File: config.mk
export PLATFORM = sky130hd
export DESIGN_NAME = edf_interval_day_scheduler_unit_flat
export DESIGN_NICKNAME = d
export VERILOG_FILES = /design/src/hw/rtl/edf_pkg.sv /design/src/hw/rtl/edf_in_if.sv /design/src/hw/rtl/edf_out_if.sv /design/src/hw/rtl/edf_ctrl.sv /design/src/hw/rtl/edf_dp.sv /design/src/hw/rtl/edf_interval_day_scheduler_unit.sv /design/src/flat_wrapper.sv
export SDC_FILE = /design/constraint.sdc
export NUM_CORES = 2
export LEC_CHECK = 0
export BUFFER_PORTS_ARGS = -buffer_cell sky130_fd_sc_hd__buf_2
export CAP_MARGIN = 15
export CORE_MARGIN = 3
export CORE_UTILIZATION = 45
export CTS_BUF_LIST = sky130_fd_sc_hd__clkbuf_16
export CTS_CLUSTER_SIZE = 8
export DETAILED_ROUTE_END_ITERATION = 8
export PLACE_DENSITY = 0.72
export SYNTH_ARGS = -nofsm -noshare
export SYNTH_HDL_FRONTEND = slang
export SYNTH_SLANG_ARGS = --single-unit
File: constraint.sdc
create_clock -name clk -period 6.82 [get_ports clk]
set_clock_uncertainty 0.15 [all_clocks]
set_input_delay 1.364 -clock clk [delete_from_list [all_inputs] [get_ports clk]]
set_output_delay 1.364 -clock clk [all_outputs]
set_load 0.01 [all_outputs]
File: src/hw/rtl/edf_pkg.sv
// Shared types and constants for the EDF day scheduler.
// No dependencies; compile first.
`default_nettype none

package edf_pkg;

  // Fixed width of the slot field on both channels
  localparam int SLOT_W = 6;

  // Request action codes
  localparam logic ACT_INSERT = 1'b0;
  localparam logic ACT_TICK   = 1'b1;

  // Commands from controller to datapath
  typedef struct packed {
    logic insert;   // write the request's slot and mark it pending
    logic start;    // latch the day, reset the best-so-far
    logic scan;     // issue one read of the slot stores, advance the index
    logic publish;  // load the result register, retire the granted slot
  } edf_cmd_t;

  // Status from datapath to controller
  typedef struct packed {
    logic scan_last;  // the read being issued is for the last slot
    logic out_free;   // the result register can take a new result
  } edf_sts_t;

endpackage

`default_nettype wire

File: src/hw/rtl/edf_in_if.sv
// Request channel: valid/ready handshake with insert and tick payload.
// Depends on edf_pkg.
`default_nettype none

interface edf_in_if
  import edf_pkg::*;
#(
  parameter int DAY_BITS = 24
) ();
  logic                valid;
  logic                ready;
  logic                action;
  logic [SLOT_W-1:0]   event_slot;
  logic [DAY_BITS-1:0] release_day;
  logic [DAY_BITS-1:0] deadline_day;
  logic [DAY_BITS-1:0] today;

  modport source (
    output valid, action, event_slot, release_day, deadline_day, today,
    input  ready
  );
  modport sink (
    input  valid, action, event_slot, release_day, deadline_day, today,
    output ready
  );
endinterface

`default_nettype wire

File: src/hw/rtl/edf_out_if.sv
// Result channel: valid/ready handshake carrying one grant result.
// Depends on edf_pkg.
`default_nettype none

interface edf_out_if
  import edf_pkg::*;
#(
  parameter int DAY_BITS = 24
) ();
  logic                valid;
  logic                ready;
  logic                granted;
  logic [SLOT_W-1:0]   granted_slot;
  logic [DAY_BITS-1:0] assigned_day;

  modport source (
    output valid, granted, granted_slot, assigned_day,
    input  ready
  );
  modport sink (
    input  valid, granted, granted_slot, assigned_day,
    output ready
  );
endinterface

`default_nettype wire

File: src/hw/rtl/edf_ctrl.sv
// Sequencer for the EDF scheduler: accepts requests and steps the slot scan.
// Depends on edf_pkg; drives the command struct of edf_dp.
`default_nettype none

module edf_ctrl
  import edf_pkg::*;
(
  input  wire logic     clk,
  input  wire logic     rst_n,
  input  wire logic     in_valid,
  input  wire logic     in_action,
  output logic          in_ready,
  input  wire edf_sts_t sts,
  output edf_cmd_t      cmd
);

  localparam logic [1:0] ST_IDLE  = 2'd0;
  localparam logic [1:0] ST_SCAN  = 2'd1;
  localparam logic [1:0] ST_DRAIN = 2'd2;
  localparam logic [1:0] ST_PUB   = 2'd3;

  logic [1:0] state_r, state_nxt;
  logic       accept;

  assign in_ready = (state_r == ST_IDLE);
  assign accept   = in_valid && in_ready;

  always_comb begin
    state_nxt   = state_r;
    cmd         = '0;
    case (state_r)
      ST_IDLE: begin
        if (accept && in_action == ACT_INSERT) begin
          cmd.insert = 1'b1;
        end else if (accept && in_action == ACT_TICK) begin
          cmd.start = 1'b1;
          state_nxt = ST_SCAN;
        end
      end
      ST_SCAN: begin
        cmd.scan = 1'b1;
        if (sts.scan_last) begin
          state_nxt = ST_DRAIN;
        end
      end
      // last read data is compared in this cycle
      ST_DRAIN: begin
        state_nxt = ST_PUB;
      end
      ST_PUB: begin
        if (sts.out_free) begin
          cmd.publish = 1'b1;
          state_nxt   = ST_IDLE;
        end
      end
      default: begin
        state_nxt = ST_IDLE;
      end
    endcase
  end

  always_ff @(posedge clk) begin
    if (!rst_n) begin
      state_r <= ST_IDLE;
    end else begin
      state_r <= state_nxt;
    end
  end

endmodule

`default_nettype wire

File: src/hw/rtl/edf_dp.sv
// Datapath for the EDF scheduler: slot stores, pending marks, scan compare
// and the result register. Depends on edf_pkg; commanded by edf_ctrl.
`default_nettype none

module edf_dp
  import edf_pkg::*;
#(
  parameter int SLOTS    = 64,
  parameter int DAY_BITS = 24
) (
  input  wire logic                clk,
  input  wire logic                rst_n,
  input  wire edf_cmd_t            cmd,
  output edf_sts_t                 sts,
  input  wire logic [SLOT_W-1:0]   in_event_slot,
  input  wire logic [DAY_BITS-1:0] in_release_day,
  input  wire logic [DAY_BITS-1:0] in_deadline_day,
  input  wire logic [DAY_BITS-1:0] in_today,
  input  wire logic                out_ready,
  output logic                     out_valid,
  output logic                     out_granted,
  output logic [SLOT_W-1:0]        out_granted_slot,
  output logic [DAY_BITS-1:0]      out_assigned_day
);

  localparam int IDX_W = $clog2(SLOTS);
  localparam int CMP_W = ((IDX_W > SLOT_W) ? IDX_W : SLOT_W) + 1;
  localparam logic [CMP_W-1:0] SLOTS_C = CMP_W'(SLOTS);
  localparam logic [IDX_W-1:0] LAST_IDX = IDX_W'(SLOTS - 1);

  // Slot stores: one write and one registered read per cycle
  logic [DAY_BITS-1:0] rel_mem [SLOTS];
  logic [DAY_BITS-1:0] dl_mem  [SLOTS];
  logic [DAY_BITS-1:0] rel_q, dl_q;

  logic [SLOTS-1:0]    pend_r;
  logic [IDX_W-1:0]    cnt_r;
  logic [IDX_W-1:0]    rd_idx_r;
  logic                rd_vld_r;
  logic [DAY_BITS-1:0] day_r;
  logic                found_r;
  logic [IDX_W-1:0]    best_r;
  logic [DAY_BITS-1:0] best_dl_r;

  logic                out_valid_r;
  logic                out_granted_r;
  logic [SLOT_W-1:0]   out_slot_r;
  logic [DAY_BITS-1:0] out_day_r;

  logic                wr_en;
  logic [IDX_W-1:0]    wr_idx;
  logic                eligible;
  logic                take;

  // Drop inserts to slots beyond the table
  assign wr_en  = cmd.insert && (CMP_W'(in_event_slot) < SLOTS_C);
  assign wr_idx = IDX_W'(in_event_slot);

  always_ff @(posedge clk) begin
    if (wr_en) begin
      rel_mem[wr_idx] <= in_release_day;
      dl_mem[wr_idx]  <= in_deadline_day;
    end
    rel_q <= rel_mem[cnt_r];
    dl_q  <= dl_mem[cnt_r];
  end

  // Strict less-than keeps the lowest slot on equal deadlines
  assign eligible = rd_vld_r && pend_r[rd_idx_r] && (rel_q <= day_r);
  assign take     = eligible && (!found_r || (dl_q < best_dl_r));

  assign sts.scan_last = (cnt_r == LAST_IDX);
  assign sts.out_free  = !out_valid_r || out_ready;

  always_ff @(posedge clk) begin
    if (!rst_n) begin
      pend_r      <= '0;
      cnt_r       <= '0;
      rd_vld_r    <= 1'b0;
      found_r     <= 1'b0;
      out_valid_r <= 1'b0;
    end else begin
      rd_vld_r <= cmd.scan;
      if (wr_en) begin
        pend_r[wr_idx] <= 1'b1;
      end
      if (cmd.start) begin
        cnt_r   <= '0;
        found_r <= 1'b0;
      end else if (cmd.scan) begin
        cnt_r <= (cnt_r == LAST_IDX) ? '0 : cnt_r + 1'b1;
      end
      if (take) begin
        found_r <= 1'b1;
      end
      if (cmd.publish && found_r) begin
        pend_r[best_r] <= 1'b0;
      end
      if (cmd.publish) begin
        out_valid_r <= 1'b1;
      end else if (out_ready) begin
        out_valid_r <= 1'b0;
      end
    end
  end

  always_ff @(posedge clk) begin
    rd_idx_r <= cnt_r;
    if (cmd.start) begin
      day_r <= in_today;
    end
    if (take) begin
      best_r    <= rd_idx_r;
      best_dl_r <= dl_q;
    end
    if (cmd.publish) begin
      out_granted_r <= found_r;
      out_slot_r    <= found_r ? SLOT_W'(best_r) : '0;
      out_day_r     <= found_r ? day_r : '0;
    end
  end

  assign out_valid        = out_valid_r;
  assign out_granted      = out_granted_r;
  assign out_granted_slot = out_slot_r;
  assign out_assigned_day = out_day_r;

  a_no_insert_in_scan: assert property (@(posedge clk) disable iff (!rst_n)
    !(cmd.insert && (cmd.scan || rd_vld_r)))
    else $error("insert during slot scan");

  a_publish_after_drain: assert property (@(posedge clk) disable iff (!rst_n)
    cmd.publish |-> !rd_vld_r && !cmd.scan)
    else $error("result published while scan data in flight");

  a_publish_room: assert property (@(posedge clk) disable iff (!rst_n)
    cmd.publish |-> (!out_valid_r || out_ready))
    else $error("result register overwritten before taken");

  a_grant_retires: assert property (@(posedge clk) disable iff (!rst_n)
    cmd.publish && found_r |=> !pend_r[best_r])
    else $error("granted slot still pending");

endmodule

`default_nettype wire

File: src/hw/rtl/edf_interval_day_scheduler_unit.sv
// Top level of the EDF day scheduler: joins sequencer and datapath.
// Depends on edf_pkg, edf_in_if, edf_out_if, edf_ctrl and edf_dp.
`default_nettype none

// Earliest-deadline-first day scheduler. An insert request writes a slot's
// release and deadline days and marks it pending. A tick request scans every
// slot, one memory read per cycle, and grants the pending slot released on
// or before the tick's day with the smallest deadline (lowest slot on a tie),
// then returns one result. A tick occupies the block through the scan, a
// drain state and a publish state; the scan length is set by the single read
// port of the slot stores, and a tick stays longer only while an earlier
// result is still waiting on the result channel. Inserts to slots at or beyond
// SLOTS are dropped. The pending marks clear at reset; no clearing pass is needed.
module edf_interval_day_scheduler_unit
  import edf_pkg::*;
#(
  parameter int SLOTS    = 64,
  parameter int DAY_BITS = 24
) (
  input wire logic  clk,
  input wire logic  rst_n,
  edf_in_if.sink    in_chan,
  edf_out_if.source out_chan
);

  edf_cmd_t cmd;
  edf_sts_t sts;

  edf_ctrl u_ctrl (
    .clk       (clk),
    .rst_n     (rst_n),
    .in_valid  (in_chan.valid),
    .in_action (in_chan.action),
    .in_ready  (in_chan.ready),
    .sts       (sts),
    .cmd       (cmd)
  );

  edf_dp #(
    .SLOTS    (SLOTS),
    .DAY_BITS (DAY_BITS)
  ) u_dp (
    .clk              (clk),
    .rst_n            (rst_n),
    .cmd              (cmd),
    .sts              (sts),
    .in_event_slot    (in_chan.event_slot),
    .in_release_day   (in_chan.release_day),
    .in_deadline_day  (in_chan.deadline_day),
    .in_today         (in_chan.today),
    .out_ready        (out_chan.ready),
    .out_valid        (out_chan.valid),
    .out_granted      (out_chan.granted),
    .out_granted_slot (out_chan.granted_slot),
    .out_assigned_day (out_chan.assigned_day)
  );

endmodule

`default_nettype wire

File: src/flat_wrapper.sv
// flat-port wrapper written by rule: the top's interface ports become plain ports
module edf_interval_day_scheduler_unit_flat import edf_pkg::*;
#(
  parameter int SLOTS    = 64,
  parameter int DAY_BITS = 24
)
  (clk, rst_n, in_chan_valid, in_chan_action, in_chan_event_slot, in_chan_release_day, in_chan_deadline_day, in_chan_today, in_chan_ready, out_chan_valid, out_chan_granted, out_chan_granted_slot, out_chan_assigned_day, out_chan_ready);
  edf_in_if #(.DAY_BITS(DAY_BITS)) in_chan_i ();
  edf_out_if #(.DAY_BITS(DAY_BITS)) out_chan_i ();
  input wire logic clk;
  input wire logic rst_n;
  input wire logic [$bits(in_chan_i.valid)-1:0] in_chan_valid;
  input wire logic [$bits(in_chan_i.action)-1:0] in_chan_action;
  input wire logic [$bits(in_chan_i.event_slot)-1:0] in_chan_event_slot;
  input wire logic [$bits(in_chan_i.release_day)-1:0] in_chan_release_day;
  input wire logic [$bits(in_chan_i.deadline_day)-1:0] in_chan_deadline_day;
  input wire logic [$bits(in_chan_i.today)-1:0] in_chan_today;
  output wire logic [$bits(in_chan_i.ready)-1:0] in_chan_ready;
  output wire logic [$bits(out_chan_i.valid)-1:0] out_chan_valid;
  output wire logic [$bits(out_chan_i.granted)-1:0] out_chan_granted;
  output wire logic [$bits(out_chan_i.granted_slot)-1:0] out_chan_granted_slot;
  output wire logic [$bits(out_chan_i.assigned_day)-1:0] out_chan_assigned_day;
  input wire logic [$bits(out_chan_i.ready)-1:0] out_chan_ready;
  assign in_chan_i.valid = in_chan_valid;
  assign in_chan_i.action = in_chan_action;
  assign in_chan_i.event_slot = in_chan_event_slot;
  assign in_chan_i.release_day = in_chan_release_day;
  assign in_chan_i.deadline_day = in_chan_deadline_day;
  assign in_chan_i.today = in_chan_today;
  assign in_chan_ready = in_chan_i.ready;
  assign out_chan_valid = out_chan_i.valid;
  assign out_chan_granted = out_chan_i.granted;
  assign out_chan_granted_slot = out_chan_i.granted_slot;
  assign out_chan_assigned_day = out_chan_i.assigned_day;
  assign out_chan_i.ready = out_chan_ready;
  edf_interval_day_scheduler_unit #(.SLOTS(SLOTS), .DAY_BITS(DAY_BITS)) u_core (.clk(clk), .rst_n(rst_n), .in_chan(in_chan_i), .out_chan(out_chan_i));
endmodule
Yosys cells after proc, flatten, opt, wreduce, memory -nomap -nowiden:

Memories as Yosys holds them, arrays and structs flattened. A register that Yosys moved wholly into a read port is not among the register bits.
Cells that the tools add are included.

* add/sub/neg operators: 1
* $lt $le $gt $ge: 7
* equal/unequal tests: 8
* multiplexer cells: 28
* bitwise logic cells: 5
* reductions and logical operators: 18

Operators with widths (number)
* $mux 64: 3
* $and 64x64->64: 1
* $not 64->64: 1
* $or 64x64->64: 1
* $le 24x24->1: 1
* $lt 24x24->1: 1
* $lt 6x7->1 const B: 3
* $mux 1: 15
* $demux 1 s6: 2
* $ge 6x1->1 const B: 2
* $mux 2: 5
* $logic_and 1x1->1: 9
* $pmux 2 s4: 1
* $add 6x1->6 const B: 1
* $bmux 1 s6: 1
* $eq 6x6->1 const B: 1
* $mux 6: 1
* $ne 2x1->1 const B: 3
* $eq 2x2->1 const B: 2
* $reduce_and 4->1: 1
* $reduce_bool 2->1: 2
* $eq 2x1->1 const B: 1
* $logic_not 1->1: 2
* $logic_not 2->1: 1
* other kinds (4): 6

* register bits: 166
* bits in writable memories: 3072
* output and inout port bits: 33
* logic and storage cells: 82
* memories kept: 2

Memory list
* u_core.u_dp.dl_mem: depth 64, width 24, rd ports 1, clocked after Yosys merged registers in 1, write ports 1, RTL line edf_dp.sv:33 `logic [DAY_BITS-1:0] dl_mem [SLOTS];`
* u_core.u_dp.rel_mem: depth 64, width 24, rd ports 1, clocked after Yosys merged registers in 1, write ports 1, RTL line edf_dp.sv:32 `logic [DAY_BITS-1:0] rel_mem [SLOTS];`

Depth between registers and ports, before layout:

* depth after elaboration: 10
* mapped depth: 9
* depth with buffers taken out: 8

Modules after synthesis:

A second synthesis with hierarchy kept.

* cells, all modules: 5019
* area total of the unflattened synthesis: 124476.9 µm²

Modules (own cells, without submodules)
* edf_dp: times used 1, cells an instance 4997, area an instance 124293.0 µm², seq. area each 97343.4 µm²
* edf_ctrl: times used 1, cells an instance 22, area an instance 183.9 µm², seq. area each 40.0 µm²

Least setup slack after synthesis:

OpenSTA, ideal clock, no wires.

* path type: input -> register
* from: in in_chan_event_slot[4]
* to: mem u_core.u_dp.dl_mem[16][0], enable pin
* arrival: 4.243 ns
* slack: 1.972 ns
* stages on the path: 4
* cells stage by stage: clkbuf_1 > or3b_2 > clkbuf_1 > nor2_1

RTL lines
* start, declared: RTL line flat_wrapper.sv:14 `input wire logic [$bits(in_chan_i.event_slot)-1:0] in_chan_event_slot;`
* end, declared: RTL line edf_dp.sv:33

Straight into the memory's write port.

Worst setup path in the final report:

* from: reg u_core.u_ctrl.state_r[0]
* to: mem u_core.u_dp.dl_mem[45][22], enable pin

* word-level cells in the longest chain between the ends: 7

Ends and longest elaborated chain
* start, declared: RTL line edf_ctrl.sv:22 `logic [1:0] state_r, state_nxt;`
* start signal, assigned: RTL line edf_ctrl.sv:66 `state_r <= state_nxt;`
* $logic_not 2->1 *: RTL line edf_ctrl.sv:25, edf_ctrl.sv:31
* $logic_and 1x1->1: RTL line edf_ctrl.sv:26 `assign accept = in_valid && in_ready;`
* $logic_and 1x1->1: RTL line edf_ctrl.sv:33 `if (accept && in_action == ACT_INSERT) begin`
* $mux 1: RTL line edf_ctrl.sv:33
* $mux 2 *: RTL line edf_ctrl.sv:31 `case (state_r)`
* $mux 1 *: RTL line edf_dp.sv:60 `if (wr_en) begin`
* $mux 1 (implied by the code) *: RTL line edf_dp.sv:62 `dl_mem[wr_idx] <= in_deadline_day;`

Mark *: on every way between the ends. The rest lies on a longest branch, timed or not.

==> results.yml <==
status:
  status: "finished, final reports clean"
global_routing:
  grt_pass1_vias: 60900
  antenna_found_initial: 19
  grt_pass1_wl_um: 459000
  grt_util_all_layers_pct: 22.5
  overflow: 0
  grt_max_degree: 121
placed_design:
  gp_congestion: 0.859
  placedCellCount: 8849
  port-buffer-count: 115
  dp_hpwl_um: 174000
  place_ws_ps: 1790
critical_path:
  r2r_slack_ps: 2480
  crit_fanout: 16
  crit_type: "reg -> reg"
  cp.arrival_ps: 4720
  worst_setup_path_end_kind: "register"
  worstPathRequired_ps: 7200
  worst_r2r_path_depth: 7
  worstReg2RegEnd: "u_core.u_dp.dl_mem[45][22]$_DFFE_PP_"
  r2r_start: "u_core.u_ctrl.state_r[0]$_SDFFE_PN0P_"
  crit_path_start_kind: "register"
clock_network:
  htreeDepth: 5
  clk_path_buf_depth: 4
  numCtsBuffers: 453
  clock_latency_ps: 910
  cts_hold_buf: 0
  post_cts_resized: 0
  path_clk_slew_ps: 50
  cts.sinks: 3286
  cts_tree: "built"
  post_cts_buffers: 0
  cts-root-buf: "clkbuf_16"
sta:
  maxClockFrequency_mhz: 231
  slew_headroom_pct: 14.6
  setup_tns_ps: 0
  hold_viol: 0
  period_share_pct: 63.6
  finalSetupViolations: 0
  finalMaxSlewViolations: 0
  rsz0062_at_grt: "no"
  fin_crit_ps: 4340
  fin_ws_ps: 2480
  tightest_slew_ps: 1280
logic_synthesis:
  synth_cell_types: 49
  ys_ff_latch: 3286
  synth_fp_nets: 5245
  syn_inst: 5110
  synth_edf_count: 3157
  synth_warnings: 0
  syn_area_um2: 125000
  async_reset_ff_share_pct: 0
  synth-main-ff-cell: "edfxtp_1"
  syn_area_per_cell_um2: 24.4
  ys_seq_area_share_pct: 78.1
route:
  drt-total-wl_um: 321000
  via_count: 59300
  wl_per_cell_um: 33.7
  first_pass_iters: 6
  detail-route-antenna-nets: 0
  drtIter0Drc: 8076
  drc: 0
  drt-vias-per-instance: 6.22
floorplan:
  die_area_um2: 284000
  die_w_um: 533
  coreArea_um2: 275000
  initial_utilization_pct: 45.4
  ioPinCount: 116
  die_h_um: 533
  placementRows: 192
cells_and_area:
  area_growth_pct: 15.3
  layout_common_cells: "edfxtp_1 (3157), mux4_2 (1020), clkbuf_16 (455)"
  finalNetCount: 5761
  layout_commonest_cell: "edfxtp_1"
  fin_cells: 9528
  fillers: 20300
  drive_above_1_share_pct: 32.7
min_path:
  hp-class: "reg -> reg"
  min-delay-start: "u_core.u_dp.dl_q[0]$_DFF_P_"
  holdPathStages: 0
  worstHoldEndpoint: "u_core.u_dp.best_dl_r[0]$_DFFE_PP_"
power:
  leakage_nw: 44.5
  ir_drop_v: 0.000274
  p_per_area_nw_per_um2: 331
flow_run:
  max_cap_violations: 0
where the power goes:
part	internal (mW)	switching (mW)
clock network	11.8	7.98
registers	22.3	0.159
logic	2.61	2.79
total	36.7	10.9
critical path: stages (launching register included):
cell     delay [ps]
dfxtp_1         330
inv_1           100
ha_1            270
nand2_1         100
nor3b_1         910
nand2_1         860
nor2_4          760
buf_4           450
cell usage after synthesis, drive strengths merged, types with 13 or more instances:
| cell | number | area share [%] |
|---|---|---|
| and2 | 32 | 0.16 |
| clkbuf | 154 | 0.46 |
| edfxtp | 3157 | 76 |
| nand2 | 36 | 0.11 |
| a21oi | 19 | 0.076 |
| mux4 | 1020 | 18 |
| ha | 52 | 0.52 |
| mux2i | 13 | 0.10 |
| nand3 | 14 | 0.056 |
| buf | 104 | 0.45 |
| inv | 52 | 0.16 |
| o22ai | 62 | 0.31 |
| nor2 | 156 | 0.47 |
| dfxtp | 129 | 2.1 |
logic make-up (layout without fill, tap and decap cells):
family / Yosys count / count (layout) / share of synthesized area, %
flops: 3286 / 3286 / 78.1
mux: 1036 / 1036 / 18.5
buf+inv: 310 / 1016 / 1.07
simple gates: 302 / 302 / 1.13
compound gates: 122 / 122 / 0.642
fa+ha+maj: 52 / 52 / 0.522
xor+xnor: 2 / 2 / 0.0140
other cells: 0 / 26 / 0
stage by stage:
stage                     hold slack [ps]  area (µm²)  utilization [%]  power [mW]
final                                 283      144000             52.4        47.6
after CTS                             284      144000             52.3        48.0
after global routing                  310      144000             52.3        49.0
after detailed placement              274      131000             47.7        28.3
after global placement                264      131000             47.7        28.2
after floorplan                       179      125000                -        26.5
routing by layer:
layer | vias to the layer above | global-route usage (%) | routed length, µm
li1 | 23000 | - | -
met1 | 31800 | 29.9 | 117000
met2 | 3835 | 36.8 | 161000
met3 | 635 | 4.13 | 29100
met4 | 6 | 9.35 | 14700
met5 | - | 0 | 51
worst max-delay path by stage:
| stage | startpoint | endpoint | slack (ps) | cells past startpoint |
|---|---|---|---|---|
| 2_1_floorplan | in_chan_event_slot[4] | u_core.u_dp.dl_mem[16][0]$_DFFE_PP_ | 1970 | 4 |
| 3_3_place_gp | in_chan_valid | u_core.u_dp.rel_mem[0][5]$_DFFE_PP_ | 1790 | 6 |
| 3_5_place_dp | in_chan_valid | u_core.u_dp.rel_mem[0][5]$_DFFE_PP_ | 1790 | 6 |
| 4_1_cts | u_core.u_ctrl.state_r[0]$_SDFFE_PN0P_ | u_core.u_dp.rel_mem[5][10]$_DFFE_PP_ | 2500 | 7 |
| 5_1_grt | u_core.u_ctrl.state_r[0]$_SDFFE_PN0P_ | u_core.u_dp.dl_mem[45][22]$_DFFE_PP_ | 2230 | 7 |
| 6_report | u_core.u_ctrl.state_r[0]$_SDFFE_PN0P_ | u_core.u_dp.dl_mem[45][22]$_DFFE_PP_ | 2480 | 7 |
layout make-up:
cell class	instances	area, µm²	share of cell area, %
Timing Repair Buffer	319	2670	1.86
Antenna cell	26	65.1	0.0452
Tap cell	3686	4610	3.21
Sequential cell	3286	97400	67.7
Inverter	52	195	0.136
Clock inverter	190	1030	0.718
Clock buffer	455	11400	7.91
Multi-Input combinational cell	1514	26500	18.4
flip-flops by register name, summed over array words and instances, names as in the netlist, 24 cells and up:
signal	flops
u_core.u_dp.best_dl_r	24
u_core.u_dp.day_r	24
u_core.u_dp.dl_mem	1536
u_core.u_dp.dl_q	24
u_core.u_dp.out_assigned_day	24
u_core.u_dp.pend_r	64
u_core.u_dp.rel_mem	1536
u_core.u_dp.rel_q	24
(Power assumes the default switching activity.)
